### config.mk
export PLATFORM = sky130hd
export DESIGN_NAME = glfs_ram
export DESIGN_NICKNAME = d
export VERILOG_FILES = /design/src/rtl/glfs_ram.sv
export SDC_FILE = /design/constraint.sdc
export NUM_CORES = 2
export LEC_CHECK = 0
export ABC_AREA = 0
export BUFFER_PORTS_ARGS = -buffer_cell sky130_fd_sc_hd__buf_4
export CAP_MARGIN = 15
export CORE_ASPECT_RATIO = 1.1
export CORE_MARGIN = 1
export CORE_UTILIZATION = 57
export DETAILED_ROUTE_END_ITERATION = 10
export PLACE_DENSITY = 0.75
export SYNTH_ARGS = -nofsm -noshare
export SYNTH_HDL_FRONTEND = slang
export SYNTH_SLANG_ARGS = --single-unit
### constraint.sdc
create_clock -name clk -period 2.2 [get_ports clk]
set_input_delay 0.22 -clock clk [delete_from_list [all_inputs] [get_ports clk]]
set_output_delay 0.22 -clock clk [all_outputs]
set_load 0.05 [all_outputs]
### src/rtl/glfs_ram.sv
// Generic single-port RAM with registered read data.
module glfs_ram #(
    parameter int WIDTH = 8,
    parameter int DEPTH = 256
) (
    input  logic                     clk,
    input  logic                     we,
    input  logic [$clog2(DEPTH)-1:0] addr,
    input  logic [WIDTH-1:0]         wdata,
    output logic [WIDTH-1:0]         rdata
);
    logic [WIDTH-1:0] mem_reg [DEPTH];
    logic [WIDTH-1:0] rdata_reg;

    always_ff @(posedge clk)
    begin
        if (we)
        begin
            mem_reg[addr] <= wdata;
        end
        rdata_reg <= mem_reg[addr];
    end

    assign rdata = rdata_reg;
endmodule
==> qor.csv <==
metric,value,unit
min_period,2.362,ns
clk_root_buffer_cell,clkbuf_16,
p_total,80.93,mW
slew_violations,0,
die_x,355.8,um
grt_max_degree,105,
cts_tree,built,
grt_pass1_wl,286800,um
fin_ws,-0.1624,ns
fp.dieH,391.2,um
fmax,0.4233,GHz
fin_nets,4141,
drt_iter0_markers,5460,
hold_end,mem_reg[169][2]$_DFFE_PP_,
path_clk_slew,0.06,ns
htree_num_levels,4,
synth_area,78490,um2
fin_crit_sh,107.4,%
grt_pass1_vias,41556,
yosys.cell_types.count,22,
drv_cap,0,
worstPathArrival,3.07,ns
vias,40664,
synth_area_per_cell,22.13,um2
critical_path.max_fanout,1,
crit_chain,mux4_2 -> a22oi_1 -> a21oi_1 -> o41ai_4 -> buf_4 -> nand4_1,
syn_inst,3547,
slew_headroom,32.46,%
pre_cts_ws,-1.197,ns
finish.utilization,68.65,%
hold_viol,0,
yosys.area.top_type_share,78.35,%
rows,142,
detailed_place.area,86760,um2
initial_utilization,57.52,%
violations,"design-rule violations, negative setup slack",
routabilityCongestion,0.8597,
antenna_found_initial,3,
ys_top_cells_by_area,"edfxtp_1 (78%), mux4_2 (15%), a22oi_1 (2.4%)",
final_area,93670,um2
yosysSeqAreaShare,78.55,%
drc,12,
vias_per_cell,6.685,
avgRoutedWirePerCell,32.43,um
clk_latency,0.83,ns
die-area,139200,um2
rr_startpoint,mem_reg[64][5]$_DFFE_PP_,
io_pins,26,
ys.warnings.count,0,
holdPathStages,3,
clk_path_buf_depth,3,
required,2.90,ns
synth.net_count,3565,
final_cells,6083,
critical-path-max-stage-delay,0.63,ns
synthToLayoutAreaGrowth,19.34,%
ys_ff_latch,2056,
finalSetupViolations,7,
start_kind,flip-flop,
port_buffers,25,
coreArea,136500,um2
grt_setup_unrepaired,yes,
cts_buffers,187,
drt_pass1_iterations,9,
reg2reg_slack,-0.16,ns
min_from,addr[2],
dp.cells,5726,
cts.sinks,2056,
reg2reg_depth,6,
track_usage,28.93,%
largest_reg_flops,2048,
ir_drop,0.0009470,V
p_leak,29.54,nW
post_cts_buffers,0,
cp_slowest_cell,o41ai_4,
end_kind,flip-flop,
clock_skew,0.02264,ns
reg2reg_to,rdata[5]$_DFF_P_,
ant_nets,0,
critical_path_class,flip-flop to flip-flop,
status,"finished, violations left",
hold_path.class,input port to flip-flop,
power_density,864.0,nW/um2
worst_slew_pin_slew,1.009,ns
grt_overflow_total,0,
wl,197300,um
yosysTopAreaCell,edfxtp_1,
hpwl,123000,um
drive_above_1_share,37.76,%
whs,0.03777,ns
timing.setup.tns,-0.4076,ns
[cells in the mapped netlist]
master / instances
edfxtp_1: 2048
mux4_2: 512
a22oi_1: 256
nor2_1: 232
clkbuf_1: 145
a21oi_1: 128
buf_2: 36
o41ai_1: 32
nor3_1: 30
nand2_1: 28
buf_1: 19
buf_4: 16
buf_6: 16
nand3_1: 13
dfxtp_1: 8
nand4_1: 8
nor2b_1: 7
nand2b_1: 6
and2_1: 3
or2_2: 2
inv_1: 1
or3_1: 1
[layout by cell type (no fill, tap or decap), types with 4 or more instances in the layout]
cell,netlist,final
nand4_1,8,8
nor2_2,0,46
clkinvlp_4,0,10
nand2_1,28,25
buf_4,16,460
clkbuf_8,0,10
o41ai_1,32,6
o41ai_2,0,17
o41ai_4,0,9
buf_12,0,141
edfxtp_1,2048,2048
a22oi_2,0,39
dlygate4sd3_1,0,6
nand3_2,0,7
a22oi_1,256,217
inv_16,0,4
clkinv_2,0,36
nor3_1,30,30
clkinv_1,0,46
nand3_1,13,6
dfxtp_1,8,8
nand2b_1,6,4
clkbuf_1,145,27
mux4_2,512,512
clkbuf_16,0,191
nor2b_1,7,5
nor2_1,232,119
nor2_4,0,67
a21oi_2,0,22
a21oi_1,128,106
bufinv_16,0,25
[worst max-delay path by stage]
stage,depth (start not counted),end,startpoint,slack (ns)
after global routing,6,rdata[5]$_DFF_P_,mem_reg[111][5]$_DFFE_PP_,-0.16
final,6,rdata[5]$_DFF_P_,mem_reg[64][5]$_DFFE_PP_,-0.16
after CTS,6,rdata[5]$_DFF_P_,mem_reg[91][5]$_DFFE_PP_,-0.14
after floorplan,8,mem_reg[102][0]$_DFFE_PP_,addr[1],-0.13
after detailed placement,10,rdata[5]$_DFF_P_,addr[0],-1.20
after global placement,10,rdata[5]$_DFF_P_,addr[0],-1.69
[cell type report]
cell class                      instances  area [um2]
Fill cell                            7835       42780
Timing Repair Buffer                  619        6489
Clock inverter                        128        1364
Sequential cell                      2056       61660
Tap cell                             1800        2252
Clock buffer                          220        4908
Antenna cell                            1       2.502
Multi-Input combinational cell       1258       16990
Inverter                                1       3.754
[power by group]
part	internal, mW	switching, mW
clock	18.9	14.3
combinational	1.78	2.73
sequential	43.2	0.0576
[worst max-delay path, delay by kind of cell, from the launching register on]
| family | cells | cell delay, ns |
|---|---|---|
| flops | 1 | 0.37 |
| buf+inv | 1 | 0.23 |
| mux | 1 | 0.52 |
| compound gates | 3 | 1.06 |
| simple gates | 1 | 0.08 |
[metal layers]
layer  wire [um]  part of all wire [%]  global-route usage, %
met1       70200                    36                  39.44
met2       97400                    49                  46.41
met3       21940                    11                  5.963
met4        7724                   3.9                  11.35
met5          34                 0.017                      0
[repair_timing]
item / 4_1_cts / 5_1_grt
gates cloned: 0 / 0
pin swaps: 18 / 25
hold buffers: 6 / 0
gates resized for setup: 43 / 52
endpoints found under the setup margin: 8 / 8
hold endpoints to repair: 253 / 0
[cell families (layout without fill, tap and decap cells)]
family	after synthesis	count (layout)	share of synthesized area, %
simple gates	330	330	1.733
flops	2056	2056	78.55
buf+inv	233	968	1.401
other cells	0	1	0
mux	512	512	14.69
compound gates	416	416	3.622
(Power assumes the default switching activity.)
